File: config.mk
export PLATFORM = sky130hd
export DESIGN_NAME = advert_duplicate_filter
export DESIGN_NICKNAME = d
export VERILOG_FILES = /design/src/sv/adf_pkg.sv /design/src/sv/advert_duplicate_filter.sv /design/src/sv/adf_front.sv /design/src/sv/adf_queue.sv /design/src/sv/adf_back.sv
export SDC_FILE = /design/constraint.sdc
export NUM_CORES = 2
export LEC_CHECK = 0
export BUFFER_PORTS_ARGS = -buffer_cell sky130_fd_sc_hd__buf_2
export CAP_MARGIN = 20
export CORE_MARGIN = 1
export CORE_UTILIZATION = 35
export CTS_BUF_LIST = sky130_fd_sc_hd__clkbuf_4 sky130_fd_sc_hd__clkbuf_8
export DETAILED_ROUTE_END_ITERATION = 10
export GPL_TIMING_DRIVEN = 0
export HOLD_SLACK_MARGIN = 0.06
export PLACE_DENSITY = 0.48
export REMOVE_ABC_BUFFERS = 1
export SYNTH_ARGS = -nofsm -noshare
export SYNTH_HDL_FRONTEND = slang
export SYNTH_SLANG_ARGS = --single-unit
File: constraint.sdc
create_clock -name clk -period 11.9 [get_ports clk]
set_input_delay 2.38 -clock clk [delete_from_list [all_inputs] [get_ports clk]]
set_output_delay 2.38 -clock clk [all_outputs]
set_load 0.01 [all_outputs]
File: src/sv/adf_pkg.sv
`timescale 1ns / 1ps
`default_nettype none
// ----------------------------------------------------------------------------
// adf_pkg: shared types for the advertising duplicate filter
// Command codes, the queued item word and the queue status bundle.
// ----------------------------------------------------------------------------
package adf_pkg;

  localparam int ADDR_W = 48;
  localparam int KIND_W = 2;

  // command codes
  localparam logic CMD_FILTER = 1'b0;
  localparam logic CMD_CLEAR  = 1'b1;

  // queue between front and back
  localparam int QDEPTH = 2;
  localparam int QPTR_W = 1;
  localparam int QCNT_W = 2;

  // one classified command word
  typedef struct packed {
    logic              is_clear;
    logic [ADDR_W-1:0] address;
    logic [KIND_W-1:0] kind;
    logic              named;
  } item_t;

  // queue status seen by both sides
  typedef struct packed {
    logic full;
    logic empty;
  } q_stat_t;

endpackage
`default_nettype wire

File: src/sv/advert_duplicate_filter.sv
`timescale 1ns / 1ps
`default_nettype none
// ----------------------------------------------------------------------------
// advert_duplicate_filter: duplicate filter for advertising reports
// Command intake, a two-word queue and a sequential table search.
// ----------------------------------------------------------------------------
// Usage:
//   Input: a word is taken at a rising edge with start high and busy low.
//   in_command = clear empties the table and opens a new window; a filter
//   command looks up address and kind. busy is high only while the two-word
//   queue is full, so up to two words may wait behind the one in progress.
//   Output: each result sits on out_report_pass / out_overflow for one cycle
//   with out_strobe high; the receiver cannot stall and results come in order.
//   Search: a clear only empties the table; a report is compared with the N
//   stored entries in order and the search stops early on a hit. The search
//   reads one table entry per cycle from the table memory.
//   Reset: the table is empty, the queue is flushed and no strobe is issued.
//   Table memory needs no clearing pass: only entries below the fill count
//   are ever read.
// ----------------------------------------------------------------------------
module advert_duplicate_filter #(
  parameter int TABLE_DEPTH = 24
) (
  input  wire logic                       clk,
  input  wire logic                       rst_n,
  input  wire logic                       start,
  output logic                            busy,
  input  wire logic                       in_command,
  input  wire logic [adf_pkg::ADDR_W-1:0] in_device_address,
  input  wire logic [adf_pkg::KIND_W-1:0] in_address_kind,
  input  wire logic                       in_name_known,
  output logic                            out_strobe,
  output logic                            out_report_pass,
  output logic                            out_overflow
);

  adf_pkg::q_stat_t q_stat;
  adf_pkg::item_t   push_item;
  adf_pkg::item_t   head;
  logic             push;
  logic             pop;

  // intake and decode
  adf_front u_front (
    .start             (start),
    .busy              (busy),
    .in_command        (in_command),
    .in_device_address (in_device_address),
    .in_address_kind   (in_address_kind),
    .in_name_known     (in_name_known),
    .q_stat            (q_stat),
    .push              (push),
    .item              (push_item)
  );

  // decoupling queue
  adf_queue u_queue (
    .clk       (clk),
    .rst_n     (rst_n),
    .push      (push),
    .push_item (push_item),
    .pop       (pop),
    .head      (head),
    .q_stat    (q_stat)
  );

  // table search engine
  adf_back #(
    .TABLE_DEPTH (TABLE_DEPTH)
  ) u_back (
    .clk             (clk),
    .rst_n           (rst_n),
    .q_stat          (q_stat),
    .head            (head),
    .pop             (pop),
    .out_strobe      (out_strobe),
    .out_report_pass (out_report_pass),
    .out_overflow    (out_overflow)
  );

`ifndef SYNTHESIS
  // never push into a full queue
  a_no_overrun: assert property (@(posedge clk) disable iff (!rst_n)
    push |-> !q_stat.full)
    else $error("word pushed into full queue");

  // never pop an empty queue
  a_no_underrun: assert property (@(posedge clk) disable iff (!rst_n)
    pop |-> !q_stat.empty)
    else $error("word popped from empty queue");

  // an overflowing report is always forwarded
  a_ovf_passes: assert property (@(posedge clk) disable iff (!rst_n)
    (out_strobe && out_overflow) |-> out_report_pass)
    else $error("overflow without pass");

  // a popped clear word strobes its result on the next cycle
  a_clear_result: assert property (@(posedge clk) disable iff (!rst_n)
    (pop && head.is_clear) |=> (out_strobe && !out_report_pass && !out_overflow))
    else $error("clear result missing");
`endif

endmodule
`default_nettype wire

File: src/sv/adf_front.sv
`timescale 1ns / 1ps
`default_nettype none
// ----------------------------------------------------------------------------
// adf_front: command intake
// Takes a command word when the queue has room, decodes it and pushes it.
// ----------------------------------------------------------------------------
module adf_front (
  input  wire logic                       start,
  output logic                            busy,
  input  wire logic                       in_command,
  input  wire logic [adf_pkg::ADDR_W-1:0] in_device_address,
  input  wire logic [adf_pkg::KIND_W-1:0] in_address_kind,
  input  wire logic                       in_name_known,
  input  wire adf_pkg::q_stat_t           q_stat,
  output logic                            push,
  output adf_pkg::item_t                  item
);

  // hold off while the queue is full
  assign busy = q_stat.full;
  assign push = start && !q_stat.full;

  // classify: a clear drops the report fields
  always_comb begin
    item.is_clear = (in_command == adf_pkg::CMD_CLEAR);
    if (item.is_clear) begin
      item.address = '0;
      item.kind    = '0;
      item.named   = 1'b0;
    end else begin
      item.address = in_device_address;
      item.kind    = in_address_kind;
      item.named   = in_name_known;
    end
  end

endmodule
`default_nettype wire

File: src/sv/adf_queue.sv
`timescale 1ns / 1ps
`default_nettype none
// ----------------------------------------------------------------------------
// adf_queue: short command queue
// Two-entry FIFO that decouples intake from the table search.
// ----------------------------------------------------------------------------
module adf_queue (
  input  wire logic             clk,
  input  wire logic             rst_n,
  input  wire logic             push,
  input  wire adf_pkg::item_t   push_item,
  input  wire logic             pop,
  output adf_pkg::item_t        head,
  output adf_pkg::q_stat_t      q_stat
);

  adf_pkg::item_t                slots_r [adf_pkg::QDEPTH];
  logic [adf_pkg::QPTR_W-1:0]    wr_ptr_r;
  logic [adf_pkg::QPTR_W-1:0]    rd_ptr_r;
  logic [adf_pkg::QCNT_W-1:0]    cnt_r;
  logic [adf_pkg::QCNT_W-1:0]    cnt_nxt;

  assign q_stat.full  = (cnt_r == adf_pkg::QCNT_W'(adf_pkg::QDEPTH));
  assign q_stat.empty = (cnt_r == '0);
  assign head         = slots_r[rd_ptr_r];

  // occupancy
  always_comb begin
    cnt_nxt = cnt_r;
    if (push && !pop) cnt_nxt = cnt_r + 1'b1;
    else if (!push && pop) cnt_nxt = cnt_r - 1'b1;
  end

  // pointers and count
  always_ff @(posedge clk) begin
    if (!rst_n) begin
      wr_ptr_r <= '0;
      rd_ptr_r <= '0;
      cnt_r    <= '0;
    end else begin
      if (push) wr_ptr_r <= wr_ptr_r + 1'b1;
      if (pop)  rd_ptr_r <= rd_ptr_r + 1'b1;
      cnt_r <= cnt_nxt;
    end
  end

  // storage
  always_ff @(posedge clk) begin
    if (push) slots_r[wr_ptr_r] <= push_item;
  end

endmodule
`default_nettype wire

File: src/sv/adf_back.sv
`timescale 1ns / 1ps
`default_nettype none
// ----------------------------------------------------------------------------
// adf_back: table search and update
// Clears, or walks entries one per cycle, then marks, appends or overflows.
// ----------------------------------------------------------------------------
module adf_back #(
  parameter int TABLE_DEPTH = 24
) (
  input  wire logic             clk,
  input  wire logic             rst_n,
  input  wire adf_pkg::q_stat_t q_stat,
  input  wire adf_pkg::item_t   head,
  output logic                  pop,
  output logic                  out_strobe,
  output logic                  out_report_pass,
  output logic                  out_overflow
);

  localparam int IDX_W = (TABLE_DEPTH > 1) ? $clog2(TABLE_DEPTH) : 1;
  localparam int CNT_W = $clog2(TABLE_DEPTH + 1);

  typedef struct packed {
    logic [adf_pkg::ADDR_W-1:0] address;
    logic [adf_pkg::KIND_W-1:0] kind;
    logic                       named;
  } entry_t;

  typedef enum logic {
    S_IDLE,
    S_SEARCH
  } state_t;

  entry_t         mem [TABLE_DEPTH];
  entry_t         rd_data_r;
  state_t         state_r;
  adf_pkg::item_t item_r;
  logic [CNT_W-1:0] count_r;
  logic [CNT_W-1:0] rd_idx_r;
  logic [CNT_W-1:0] cmp_idx_r;
  logic             cmp_vld_r;
  logic             strobe_r;
  logic             pass_r;
  logic             ovf_r;

  logic             issue;
  logic             hit;
  logic             last;
  logic             miss_now;
  logic             table_full;
  logic             wr_en;
  logic [IDX_W-1:0] wr_addr;
  entry_t           wr_data;

  assign out_strobe      = strobe_r;
  assign out_report_pass = pass_r;
  assign out_overflow    = ovf_r;

  // compare stage, one entry behind the read
  assign pop        = (state_r == S_IDLE) && !q_stat.empty;
  assign issue      = (state_r == S_SEARCH) && (rd_idx_r < count_r);
  assign hit        = cmp_vld_r && (rd_data_r.address == item_r.address)
                      && (rd_data_r.kind == item_r.kind);
  assign last       = (CNT_W'(cmp_idx_r + CNT_W'(1)) == count_r);
  assign miss_now   = (state_r == S_SEARCH) && !hit
                      && ((count_r == '0) || (cmp_vld_r && last));
  assign table_full = (count_r >= CNT_W'(TABLE_DEPTH));

  // table write: mark a hit named, or append a new address
  always_comb begin
    wr_en   = 1'b0;
    wr_addr = cmp_idx_r[IDX_W-1:0];
    wr_data = rd_data_r;
    if ((state_r == S_SEARCH) && hit) begin
      wr_en         = item_r.named && !rd_data_r.named;
      wr_data.named = 1'b1;
    end else if (miss_now && !table_full) begin
      wr_en   = 1'b1;
      wr_addr = count_r[IDX_W-1:0];
      wr_data = '{address: item_r.address, kind: item_r.kind, named: item_r.named};
    end
  end

  // table memory
  always_ff @(posedge clk) begin
    if (wr_en) mem[wr_addr] <= wr_data;
  end

  always_ff @(posedge clk) begin
    if (issue) rd_data_r <= mem[rd_idx_r[IDX_W-1:0]];
  end

  // sequencer and result registers
  always_ff @(posedge clk) begin
    if (!rst_n) begin
      state_r   <= S_IDLE;
      count_r   <= '0;
      cmp_vld_r <= 1'b0;
      strobe_r  <= 1'b0;
    end else begin
      strobe_r <= 1'b0;
      unique case (state_r)
        S_IDLE: begin
          cmp_vld_r <= 1'b0;
          if (pop) begin
            item_r <= head;
            if (head.is_clear) begin
              count_r  <= '0;
              strobe_r <= 1'b1;
              pass_r   <= 1'b0;
              ovf_r    <= 1'b0;
            end else begin
              rd_idx_r <= '0;
              state_r  <= S_SEARCH;
            end
          end
        end
        S_SEARCH: begin
          // issue the next read
          if (issue) begin
            cmp_vld_r <= 1'b1;
            cmp_idx_r <= rd_idx_r;
            rd_idx_r  <= rd_idx_r + 1'b1;
          end else begin
            cmp_vld_r <= 1'b0;
          end
          // finish on a hit or at the end of the table
          if (hit) begin
            strobe_r  <= 1'b1;
            pass_r    <= item_r.named && !rd_data_r.named;
            ovf_r     <= 1'b0;
            cmp_vld_r <= 1'b0;
            state_r   <= S_IDLE;
          end else if (miss_now) begin
            strobe_r  <= 1'b1;
            pass_r    <= 1'b1;
            ovf_r     <= table_full;
            if (!table_full) count_r <= count_r + 1'b1;
            cmp_vld_r <= 1'b0;
            state_r   <= S_IDLE;
          end
        end
        default: state_r <= S_IDLE;
      endcase
    end
  end

endmodule
`default_nettype wire

==> metrics.txt <==
crit end category register; commonest non-fill, non-tap cell in the layout edfxtp_1; Worst Hold Path EP u_back.item_r[11]$_DFFE_PP_; VDD IR max 0.00009669 V; multi-input combinational cell area 0.01249 mm^2; Die Width 403.7 um; H-tree Lvls 4; I/O Buffers 58; P&R area growth vs syn 19.96%; core area 0.1604 mm^2; Leakage Power 21.39 nW; Hold Crit Start u_queue.slots_r[0][11]$_DFFE_PP_; worst path arrival time 6.40 ns; Post-Syn Area 0.05646 mm^2; failing checks design-rule violations; Syn Area/Cell 22.67 um^2; Gate power share 16.4%; share of layout cells above drive strength 1 35.92%; r2r startpoint u_back.item_r[14]$_DFFE_PP_; cell count of the worst reg-to-reg path 10; first-pass GRT wire length 206600 um; Post-Place Worst Slack 6.010 ns; # IOs 59; reg-to-reg setup timing slack 6.18 ns; Post-synth EDFFs 1442; final setup vio count 0; GRT Util Overall 18.05%; Seq/Total Area, Yosys 77.15%; DRT iter0 DRCs 2471; Switch Pwr 3.194 mW; Root Buffer clkbuf_8; via count 26800; worst-skew pair later-pin latency 0.96 ns; register share of total power 49.9%; CP max-delay cell nor4_1; crit path launch type register; WHS Path Cells 1; drt drc 2; cts bufs inserted 234; largest stage delay on the critical path 0.97 ns; crit path kind reg2reg; clock buffer depth 3; ANT nets after route 0; Data required, critical path 12.57 ns; Die Y 403.7 um; Clock transition at path regs 0.06 ns; Synth Flop Type edfxtp_1; Post-layout nets 2895; status complete, but fails checks; final worst-path cycle share 48.11%; unrepaired setup endpoints after global routing no; initial core utilization 35.21%; DR WL/cell 28.18 um; most frequent cells in the layout edfxtp_1 (1442), mux4_2 (357), clkbuf_8 (238); asr flop ratio synth 0%; Hold Vio Cnt, Final 0; CTS tree yes; DR vias/cell 5.168; final worst setup slack 6.176 ns; die area 0.1629 mm^2; setup repair bufs after CTS 0; clock sinks 1455; pin count of the biggest net entering global routing 45; sw frac 25.63%; grt total ovfl 0; Core Util, Final 42.23%; f_max 174.7 MHz; row count 147; Worst Tran Pin Value 1.142 ns; Sequential cell area 0.04357 mm^2; drt total wl 146100 um; initial antenna violation count 5; Synth Register Bits 1455; slew margin rel. 23.14%; post-route clock skew 0.04715 ns; post_cts resized 0; hold_buf cts 0; cells after synthesis 2491; synth unique cells 59; CP max FO 14; PD cells 183.9 mW/mm^2; yosys warns 0; DP HPWL 93550 um; min-delay worst type reg2reg; Filler Cell Count 13840; Tmin final 5.725 ns; vias in the first global route 28500; Clock power frac 33.7%; worst-path cell chain xnor2_1 -> nand4_1 -> nor4_1 -> and4_1 -> nor4b_1 -> o22ai_2 -> nor2_4 -> buf_16 -> buf_12 -> buf_12; FF-to-FF End u_back.mem[13][6]$_DFFE_PP_; most used cell, CP buf_12; Slew Limit Fails 0; Internal 9.265 mW; RePlAce Congestion 0.7089; drt first pass iters 8; Max Cap Viol 0; total power 12.46 mW
-- critical path: cells and delay by family, from the launching register on --
| family | cells | cell delay [ns] |
|---|---|---|
| AOI/OAI and AO/OA | 1 | 0.75 |
| xor gates and xnor gates | 1 | 0.85 |
| DFF | 1 | 0.43 |
| buffers and inverters | 3 | 0.62 |
| and+or+nand+nor | 5 | 2.75 |
-- logic make-up (layout without fill, tap and decap cells) --
group	after synthesis	in the layout	share of synthesized area (%)
adder cells (fa/ha/maj)	9	9	0.1994
XOR/XNOR	63	63	0.9772
buffers and inverters	134	666	1.110
AO/OA/AOI/OAI	90	90	1.066
multiplexers	510	510	17.27
flip-flops	1455	1455	77.15
AND/OR/NAND/NOR	230	230	2.227
other	0	2	0
-- through the flow --
step | hold slack, ns | instance area (um^2) | setup TNS [ns] | std cells
after global placement | 0.5142 | 58870 | -1359.62 | 4586
final | 0.5469 | 67730 | 0 | 5185
after floorplan | 0.4906 | 55880 | -191.43 | 2368
after global routing | 0.5589 | 67730 | 0 | 5185
after CTS | 0.5513 | 67730 | 0 | 5183
after detailed placement | 0.5383 | 63180 | 0 | 4755
-- worst max-delay path by stage --
stage | slack (ns) | endpoint | start
floorplan | -1.98 | u_back.rd_idx_r[0]$_SDFFCE_PN0P_ | u_back.rd_idx_r[0]$_SDFFCE_PN0P_
global placement | -14.54 | u_back.cmp_idx_r[1]$_DFFE_PP_ | u_back.rd_idx_r[1]$_SDFFCE_PN0P_
detailed placement | 6.01 | u_back.mem[3][48]$_DFFE_PP_ | u_back.item_r[14]$_DFFE_PP_
CTS | 6.01 | u_back.mem[3][48]$_DFFE_PP_ | u_back.item_r[14]$_DFFE_PP_
global route | 6.06 | u_back.mem[13][37]$_DFFE_PP_ | u_back.item_r[14]$_DFFE_PP_
finish | 6.18 | u_back.mem[13][6]$_DFFE_PP_ | u_back.item_r[14]$_DFFE_PP_
-- flip-flops by register name (all words and copies together), names as in the netlist, named ones only --
register                cells
u_back.mem               1224
u_queue.slots_r           104
u_back.item_r              51
u_back.rd_data_r           51
u_back.cmp_idx_r            5
u_back.count_r              5
u_back.rd_idx_r             5
u_queue.cnt_r               2
u_back.cmp_vld_r            1
u_back.out_overflow         1
u_back.out_report_pass      1
u_back.out_strobe           1
u_back.state_r              1
u_queue.rd_ptr_r            1
u_queue.wr_ptr_r            1
-- cell type report --
cell class	instances	share of cell area, %
multi-input combinational	902	18.44
tap	2160	3.990
timing repair buffer	227	6.465
inverter	11	0.06096
sequential	1455	64.32
antenna	2	0.007389
clock buffer	311	5.645
clock inverter	117	1.071
-- synth_stat cells (2+ instances only) --
master | count | share of area (%)
nand3_1 | 6 | 0.053
and2_1 | 15 | 0.17
nor3_1 | 7 | 0.062
a31oi_1 | 4 | 0.044
buf_2 | 36 | 0.32
clkbuf_1 | 60 | 0.40
inv_1 | 11 | 0.073
buf_4 | 8 | 0.11
mux4_2 | 357 | 14
a32oi_1 | 2 | 0.031
nand4_1 | 23 | 0.25
nor2b_1 | 55 | 0.61
o211ai_1 | 2 | 0.027
mux2_4 | 14 | 0.37
nand2_1 | 13 | 0.086
o22ai_1 | 2 | 0.022
a21boi_0 | 4 | 0.053
nor4b_1 | 5 | 0.078
nor4_1 | 6 | 0.066
a211oi_1 | 2 | 0.027
o21ai_0 | 3 | 0.027
buf_1 | 16 | 0.11
a21o_1 | 3 | 0.040
a21oi_1 | 53 | 0.47
xor2_1 | 6 | 0.093
ha_1 | 9 | 0.20
nor3b_1 | 3 | 0.040
a2bb2oi_4 | 2 | 0.093
nor2_1 | 83 | 0.55
dfxtp_1 | 13 | 0.46
mux2i_1 | 51 | 0.90
nand2b_1 | 3 | 0.033
buf_12 | 3 | 0.11
a21boi_1 | 2 | 0.027
mux2_2 | 88 | 1.8
edfxtp_1 | 1442 | 77
xnor2_1 | 57 | 0.88
-- power groups by stage --
stage / combinational [mW] / sequential (mW) / clock (mW)
after global routing: 2.19 / 6.23 / 4.53
final: 2.04 / 6.21 / 4.20
after floorplan: 1.33 / 6.44 / 0
after detailed placement: 2.07 / 6.32 / 0
after CTS: 2.08 / 6.21 / 4.32
after global placement: 1.97 / 6.66 / 0
-- per-layer routing --
metal	wire, um	GRT usage (%)	vias to the layer above
met4	3577	5.695	0
met1	64000	25.11	14510
li1	-	-	11200
met2	70480	28.84	836
met5	0	0	-
met3	8083	3.228	252
Note: power is estimated with default switching activity, not from simulation.
